`config.mk`:
```
export PLATFORM = sky130hd
export DESIGN_NAME = multitap_text_entry_top
export DESIGN_NICKNAME = d
export VERILOG_FILES = /design/src/hw/rtl/mte_pkg.sv /design/src/hw/rtl/multitap_text_entry_top.sv
export SDC_FILE = /design/constraint.sdc
export NUM_CORES = 1
export LEC_CHECK = 0
export ABC_AREA = 1
export BUFFER_PORTS_ARGS = -buffer_cell sky130_fd_sc_hd__buf_4
export CAP_MARGIN = 15
export CORE_ASPECT_RATIO = 1.5
export CORE_MARGIN = 8
export CORE_UTILIZATION = 35
export CTS_BUF_LIST = sky130_fd_sc_hd__clkbuf_2 sky130_fd_sc_hd__clkbuf_4 sky130_fd_sc_hd__clkbuf_8
export DETAILED_ROUTE_END_ITERATION = 6
export HOLD_SLACK_MARGIN = 0.08
export PLACE_DENSITY = 0.64
export SLEW_MARGIN = 20
export SYNTH_ARGS = -nofsm -noshare
export SYNTH_HDL_FRONTEND = slang
export SYNTH_SLANG_ARGS = --single-unit
```
`constraint.sdc`:
```
create_clock -name aclk -period 7.08 [get_ports aclk]
set_input_delay 1.062 -clock aclk [delete_from_list [all_inputs] [get_ports aclk]]
set_output_delay 1.062 -clock aclk [all_outputs]
set_load 0.01 [all_outputs]
```
`src/hw/rtl/mte_pkg.sv`:
```
// mte_pkg: types, constants and the key-to-letter map for the multi-tap
// text entry block. No dependencies.
package mte_pkg;

    localparam int unsigned KEY_W     = 8;
    localparam int unsigned TAP_W     = 2;
    localparam int unsigned ELAPSED_W = 16;

    localparam logic [TAP_W-1:0]     TAPS_MAX      = 2'd3;
    localparam logic [ELAPSED_W-1:0] TIMEOUT_RESET = 16'd500;
    localparam logic [ELAPSED_W-1:0] ELAPSED_MAX   = 16'hFFFF;

    typedef enum logic {
        KIND_TICK = 1'b0,
        KIND_KEY  = 1'b1
    } kind_t;

    typedef struct packed {
        kind_t            kind;
        logic [KEY_W-1:0] key_code;
    } item_t;

    // Letter committed for a key after count taps (count is 1..3).
    // Keys outside '2'..'9' pass through unchanged.
    function automatic logic [KEY_W-1:0] letter_of(
        input logic [KEY_W-1:0] key,
        input logic [TAP_W-1:0] count
    );
        logic [KEY_W-1:0] base;
        logic [KEY_W-1:0] ofs;
        logic             mapped;
        ofs    = {{(KEY_W-TAP_W){1'b0}}, count} - 8'd1;
        mapped = 1'b1;
        base   = 8'd0;
        unique case (key)
            "2":     base = "a";
            "3":     base = "d";
            "4":     base = "g";
            "5":     base = "j";
            "6":     base = "m";
            // no q on this key: first tap is p, then r and s
            "7":     base = (count == 2'd1) ? "p" : "q";
            "8":     base = "t";
            "9":     base = "w";
            default: mapped = 1'b0;
        endcase
        if (!mapped) begin
            return key;
        end
        if (key == "7" && count == 2'd1) begin
            return base;
        end
        return base + ofs;
    endfunction

endpackage

```
`src/hw/rtl/multitap_text_entry_top.sv`:
```
// multitap_text_entry_top: multi-tap keypad text entry, tick and key-release
// transactions in, committed characters out. Depends on mte_pkg.
//
//  channel  | ports                      | payload
//  ---------+----------------------------+-------------------------------------
//  input    | s_tvalid s_tready s_tdata  | tdata[7:0] key_code
//           | s_tuser                    | tuser[0] kind (0 tick, 1 key release)
//  result   | m_tvalid m_tready m_tdata  | tdata[7:0] letter
//  config   | cfg_we cfg_wdata           | commit_timeout_ms, reset 500
//
// A transaction is registered at the input stage, then processed against the
// tap state into the result register, which drives m_tvalid. One transaction
// per clock is sustained while the result channel is not stalled; the update
// of pending key, tap count and idle count is a single compare-and-update step.
// Reset (aresetn low, synchronous) empties both stages, clears the tap state
// and loads the timeout with 500 ms. A stall on m_tready holds the result
// register; the input stage still fills, and s_tready drops only once both
// stages are occupied and the result is not taken.
module multitap_text_entry_top
    import mte_pkg::*;
(
    input  logic                 aclk,
    input  logic                 aresetn,
    // input channel
    input  logic                 s_tvalid,
    output logic                 s_tready,
    input  logic [KEY_W-1:0]     s_tdata,   // [7:0] key_code
    input  logic                 s_tuser,   // [0] kind
    // result channel
    output logic                 m_tvalid,
    input  logic                 m_tready,
    output logic [KEY_W-1:0]     m_tdata,   // [7:0] letter
    // configuration
    input  logic                 cfg_we,
    input  logic [ELAPSED_W-1:0] cfg_wdata
);

    // input stage
    logic                 in_valid_reg;
    item_t                in_item_reg;
    // tap state
    logic [KEY_W-1:0]     pending_key_reg,  pending_key_next;
    logic [TAP_W-1:0]     tap_cnt_reg,      tap_cnt_next;
    logic [ELAPSED_W-1:0] elapsed_reg,      elapsed_next;
    logic [ELAPSED_W-1:0] timeout_reg;
    // result stage
    logic                 out_valid_reg;
    logic [KEY_W-1:0]     out_letter_reg,   out_letter_next;

    logic                 proc_go;    // input stage is processed this cycle
    logic                 commit;     // processing yields a character
    logic [TAP_W-1:0]     tap_inc;

    // Processing needs a free result slot (empty or being taken now).
    assign proc_go  = in_valid_reg && (!out_valid_reg || m_tready);
    assign s_tready = !in_valid_reg || proc_go;
    assign m_tvalid = out_valid_reg;
    assign m_tdata  = out_letter_reg;
    assign tap_inc  = tap_cnt_reg + 2'd1;

    // Tap state update for the transaction in the input stage.
    always_comb begin
        pending_key_next = pending_key_reg;
        tap_cnt_next     = tap_cnt_reg;
        elapsed_next     = elapsed_reg;
        out_letter_next  = letter_of(pending_key_reg, tap_cnt_reg);
        commit           = 1'b0;
        unique case (in_item_reg.kind)
            KIND_TICK: begin
                // saturating idle count; a timeout commit leaves it as is
                if (elapsed_reg != ELAPSED_MAX) begin
                    elapsed_next = elapsed_reg + 16'd1;
                end
                if (tap_cnt_reg != '0 && elapsed_next > timeout_reg) begin
                    commit           = 1'b1;
                    pending_key_next = '0;
                    tap_cnt_next     = '0;
                end
            end
            KIND_KEY: begin
                elapsed_next = '0;
                if (tap_cnt_reg != '0 && in_item_reg.key_code == pending_key_reg) begin
                    // same key again: third tap commits at once
                    if (tap_inc == TAPS_MAX) begin
                        commit           = 1'b1;
                        out_letter_next  = letter_of(pending_key_reg, TAPS_MAX);
                        pending_key_next = '0;
                        tap_cnt_next     = '0;
                    end else begin
                        tap_cnt_next = tap_inc;
                    end
                end else begin
                    // new key; commits whatever was pending
                    commit           = (tap_cnt_reg != '0);
                    pending_key_next = in_item_reg.key_code;
                    tap_cnt_next     = 2'd1;
                end
            end
            default: ;
        endcase
    end

    always_ff @(posedge aclk) begin
        if (!aresetn) begin
            in_valid_reg    <= 1'b0;
            out_valid_reg   <= 1'b0;
            pending_key_reg <= '0;
            tap_cnt_reg     <= '0;
            elapsed_reg     <= '0;
            timeout_reg     <= TIMEOUT_RESET;
        end else begin
            if (cfg_we) begin
                timeout_reg <= cfg_wdata;
            end
            if (s_tvalid && s_tready) begin
                in_valid_reg <= 1'b1;
                in_item_reg  <= item_t'{kind: kind_t'(s_tuser), key_code: s_tdata};
            end else if (proc_go) begin
                in_valid_reg <= 1'b0;
            end
            if (proc_go) begin
                pending_key_reg <= pending_key_next;
                tap_cnt_reg     <= tap_cnt_next;
                elapsed_reg     <= elapsed_next;
                out_valid_reg   <= commit;
                if (commit) begin
                    out_letter_reg <= out_letter_next;
                end
            end else if (m_tready) begin
                out_valid_reg <= 1'b0;
            end
        end
    end

`ifndef SYNTHESIS
    // the third tap always commits, so a count of three never stays
    a_tap_below_max: assert property (@(posedge aclk) disable iff (!aresetn)
        tap_cnt_reg != TAPS_MAX)
        else $error("tap count reached its maximum without commit");

    // no pending key means the key register is cleared
    a_idle_key_clear: assert property (@(posedge aclk) disable iff (!aresetn)
        (tap_cnt_reg == '0) |-> (pending_key_reg == '0))
        else $error("pending key left over with no taps");

    // a character is only committed from a pending key
    a_commit_needs_key: assert property (@(posedge aclk) disable iff (!aresetn)
        (proc_go && commit) |-> (tap_cnt_reg != '0))
        else $error("commit with nothing pending");

    // a key release restarts the idle count
    a_key_clears_idle: assert property (@(posedge aclk) disable iff (!aresetn)
        (proc_go && in_item_reg.kind == KIND_KEY) |=> (elapsed_reg == '0))
        else $error("idle count not cleared by key release");
`endif

endmodule

```
==> summary by stage <==
Global routing
Entering global routing, the biggest net connects 34 pins. In the global route stage, overall resource usage came out at 0.1374. The first global-routing pass estimated 15.48 mm of wire. The via count of the first global-routing pass was 3486. The number of antenna violations at the first check in global routing was 0. The final global-route overflow total is 0.

Synthesis
Of the total synthesized cell area, the portion taken by AND, OR, NAND and NOR gates is 0.2915. Of the total synthesized cell area, the portion taken by full adders, half adders and majority gates is 0.1017. The net count after synthesis is 575. Counting instances in the post-synthesis netlist gives the leading cell types as sky130_fd_sc_hd__nand2_1, sky130_fd_sc_hd__inv_1, sky130_fd_sc_hd__a21oi_1. For this run, asynchronously set or reset flops after synthesis account for 0. The number of different library cells used by synthesis comes to 40. The top cell type's share of synthesized area is 0.2340.

Synthesis produced a netlist whose cell count is 515. Sorting the synthesized cells by area gives the leading types as sky130_fd_sc_hd__dfxtp_1, sky130_fd_sc_hd__nand2_1, sky130_fd_sc_hd__edfxtp_1. For this run, the number of Yosys warnings is 0. The complex-gate fraction of the synthesized area is 0.1293. The synthesized area per cell is 7.310 µm². The mapped netlist covers 0.003765 mm². sky130_fd_sc_hd__nand2_1 is the most common cell in the netlist.

The sequential area share after synthesis is 0.3696. Of the post-synthesis cell area, the part taken by muxes is 0. In this run, synthesis produced a sequential element count of 61. The number of enable-type register cells in the synthesized netlist is 17. The prevailing post-synth register cell is sky130_fd_sc_hd__dfxtp_1.

The dominant combinational cell family by area after synthesis is simple AND/OR/NAND/NOR gates. Of the total synthesized cell area, the portion taken by XOR and XNOR cells is 0.02792. The synthesized design spends more area on one cell type than any other, namely sky130_fd_sc_hd__dfxtp_1.

Worst setup path
The slowest stage of the critical path belongs to the cell sky130_fd_sc_hd__nor2_1. Along the worst path, the maximum fanout reaches 11. The most frequent cell on the critical path is sky130_fd_sc_hd__nand2_1. The critical path goes through ha_1 > nand3_2 > nor2_2 > inv_1 > nor2_2 > nand3_2 > nor2_2 > inv_2 > nand3b_1 > nand2_1 > ha_1 > nand2_1 > nor2_1 > nand2_1 > nor2_1 > nand2_1 > nand4_1 > nand2_1 > nand2_1 > nand3_1 > nor2_1. At the worst endpoint, the required time is 7.06 ns. The number of cells on the critical path is 21. The kind of capture point of the worst setup path is a register. For the worst flop-to-flop path, the logic depth is 21. The sort of element at the start of the critical path is a register.

The total buffers and inverters traversed by the critical path is 2. The class of the most critical setup path is reg2reg. The family with the most delay on the worst path is simple AND/OR/NAND/NOR gates. The largest single stage delay on the critical path is 0.63 ns. Data on the critical path arrives at its endpoint at 3.86 ns.

Clock network
TritonCTS built the clock tree. The clock passes through at most 2 buffers. The later pin in the worst-skew pair is clocked with a latency of 0.35 ns.

The number of gates given a new drive strength after cts is 0. Clock-pin slew was measured on the worst setup and hold paths at 0.07 ns. The number of hold buffers added after CTS was 0.

The cell at the root of the clock tree is sky130_fd_sc_hd__clkbuf_8. The number of H-tree levels is 3. The total clock buffers created by CTS is 9. Once the clock tree was built, the setup fixing pass inserted 0 buffers. The tree built by TritonCTS fans out to 61 sinks.

Timing
In the finished design, the share of the clock period the worst path needs comes to 0.5480. Setup repair after global routing left no endpoint under its margin. The number of pins with negative max-slew slack in the final report is 0.

The worst hold slack across all endpoints is 0.4674 ns. The setup TNS is 0 ns. The final-report hold violation count is 0. Based on the critical path, the design can be clocked at up to 257.7 MHz. The clock period minus final worst setup slack is 3.880 ns. The count of endpoints failing setup in the final report is 0. For the final database, setup skew stands at 0.009062 ns. At the pin with the least slew margin, the transition time is 0.7627 ns.

The worst pin sits at a relative slew slack of 0.4903. The minimum setup slack in the final design is 3.200 ns.

Layout
After the flow finishes, the layout carries non-filler instances totaling 705. The area growth from synthesis to layout is 17.95%. Fill cells in the final layout number 1081. The ratio of cells with drive above 1 in the final layout is 0.1569. The number of antenna diodes in the final layout is 0. The final standard cell utilization of the core is 0.4216. The total number of nets in the final design is 616.

Placed design
The detailed-placement wirelength estimate is 7.447 mm. The number of cells after detailed placement is 689. Before CTS, the worst setup slack after placement is 3.262 ns. The final RePlAce weighted congestion is 0.8882. Input and output buffers added on the ports amount to 39.

Floorplan
The starting density of the core is 0.3574. The area of the die is 0.01440 mm². Pin placement for this block handled 40 I/O pins. The die is 100.7 µm wide. After floorplanning, the core was divided into 46 placement rows. The core region is 0.01053 mm². From bottom edge to top edge, the die measures 143.0 µm.

Detailed routing
The iteration-0 DRC count of the detailed router is 238. The pre-antenna-repair detailed-routing pass consisted of 4 iterations. In the routed design, unresolved DRC markers number 0. In this run the remaining antenna-violating nets after routing total 0. The total vias in the final route is 3429. The wire length after detailed routing is 9.469 mm.

The per-cell routed wire length is 13.43 µm. The number of vias per cell is 4.864.

Power and ir drop
For this design the ratio of total power to cell area is 186.9 mW/mm². The leakage component of the power is 0.002002 µW. The maximum VDD drop is 0.1247 mV.

Worst hold path
The number of stages on the worst hold path is 2. The path class of the tightest hold or removal check is reg2reg.

Run status
The flow ran to the end, and the final reports show no timing, DRC or antenna violations.

Flow run
The tool flagged a number of max-cap violations equal to 0.
area by class of cell:
type | count | area (µm²) | share of cell area
Tap cell | 144 | 180.2 | 0.04057
Inverter | 67 | 251.5 | 0.05664
Timing Repair Buffer | 40 | 300.3 | 0.06762
Sequential cell | 61 | 1391 | 0.3133
Clock inverter | 5 | 97.59 | 0.02198
Clock buffer | 11 | 145.1 | 0.03269
Multi-Input combinational cell | 377 | 2074 | 0.4672
placed cells by master, fill, tap and decap left out, drive strengths merged:
cell	Yosys	final
ha	29	29
or2	3	3
nand3b	3	3
o2111ai	1	1
a311oi	1	1
dfxtp	44	44
a31oi	1	1
nand4	12	12
fa	1	1
nor3b	2	2
xnor2	3	3
inv	67	67
o22ai	1	1
nand2	148	148
o21ai	26	26
edfxtp	17	17
buf	3	40
or3	1	1
o21a	1	1
a21oi	57	57
clkinv	0	2
a21o	1	1
nor3	4	4
nand3	27	27
o211ai	1	1
clkbuf	7	11
nor2	45	45
xor2	9	9
bufinv	0	3
logic make-up (layout without fill, tap and decap cells):
logic type                 count (synthesis)  after routing
and+or+nand+nor                          245            245
AOI/OAI and AO/OA                         90             90
buffers and inverters                     77            123
DFF                                       61             61
adders and majority gates                 30             30
xor gates and xnor gates                  12             12
where the power goes:
group          leakage (µW)  internal, µW  total [µW]  switching, µW
Clock              0.000122           245         383            138
Sequential         0.000510           370         377           7.00
Combinational       0.00137          28.0        69.7           41.7
Total               0.00200           644         830            186
worst register-to-register path, cell delays in order (launching register included):
cell                       delay (ns)
sky130_fd_sc_hd__dfxtp_1         0.40
sky130_fd_sc_hd__ha_1            0.23
sky130_fd_sc_hd__nand3_2         0.13
sky130_fd_sc_hd__nor2_2          0.12
sky130_fd_sc_hd__inv_1           0.09
sky130_fd_sc_hd__nor2_2          0.14
sky130_fd_sc_hd__nand3_2         0.10
sky130_fd_sc_hd__nor2_2          0.15
sky130_fd_sc_hd__inv_2           0.08
sky130_fd_sc_hd__nand3b_1        0.08
sky130_fd_sc_hd__nand2_1         0.08
sky130_fd_sc_hd__ha_1            0.31
sky130_fd_sc_hd__nand2_1         0.06
sky130_fd_sc_hd__nor2_1          0.12
sky130_fd_sc_hd__nand2_1         0.09
sky130_fd_sc_hd__nor2_1          0.12
sky130_fd_sc_hd__nand2_1         0.06
sky130_fd_sc_hd__nand4_1         0.06
sky130_fd_sc_hd__nand2_1         0.05
sky130_fd_sc_hd__nand2_1         0.10
sky130_fd_sc_hd__nand3_1         0.31
sky130_fd_sc_hd__nor2_1          0.63
through the flow:
step	total power (µW)	instance area, µm²
after CTS	836.4	4438
after global routing	860.2	4441
after detailed placement	455.3	4195
final	829.9	4441
after floorplan	425.4	3765
after global placement	453.0	4195
worst paths after layout:
path	start	endpoint	slack, ns
setup / recovery	elapsed_reg[0]$_SDFFE_PN0P_	m_tdata[0]$_DFFE_PP_	3.20
hold / removal	timeout_reg[11]$_SDFFE_PN0P_	timeout_reg[11]$_SDFFE_PN0P_	0.47
setup reg to reg	elapsed_reg[0]$_SDFFE_PN0P_	m_tdata[0]$_DFFE_PP_	3.20
hold reg to reg	timeout_reg[11]$_SDFFE_PN0P_	timeout_reg[11]$_SDFFE_PN0P_	0.47
routing by layer:
layer,GRT usage,share of wire,vias up
met5,0,0,-
met4,0.06480,0.024,0
met2,0.2790,0.57,70
met1,0.1211,0.37,1577
met3,0.02924,0.040,15
li1,-,-,1767
Power figures use the tool's default switching activity.
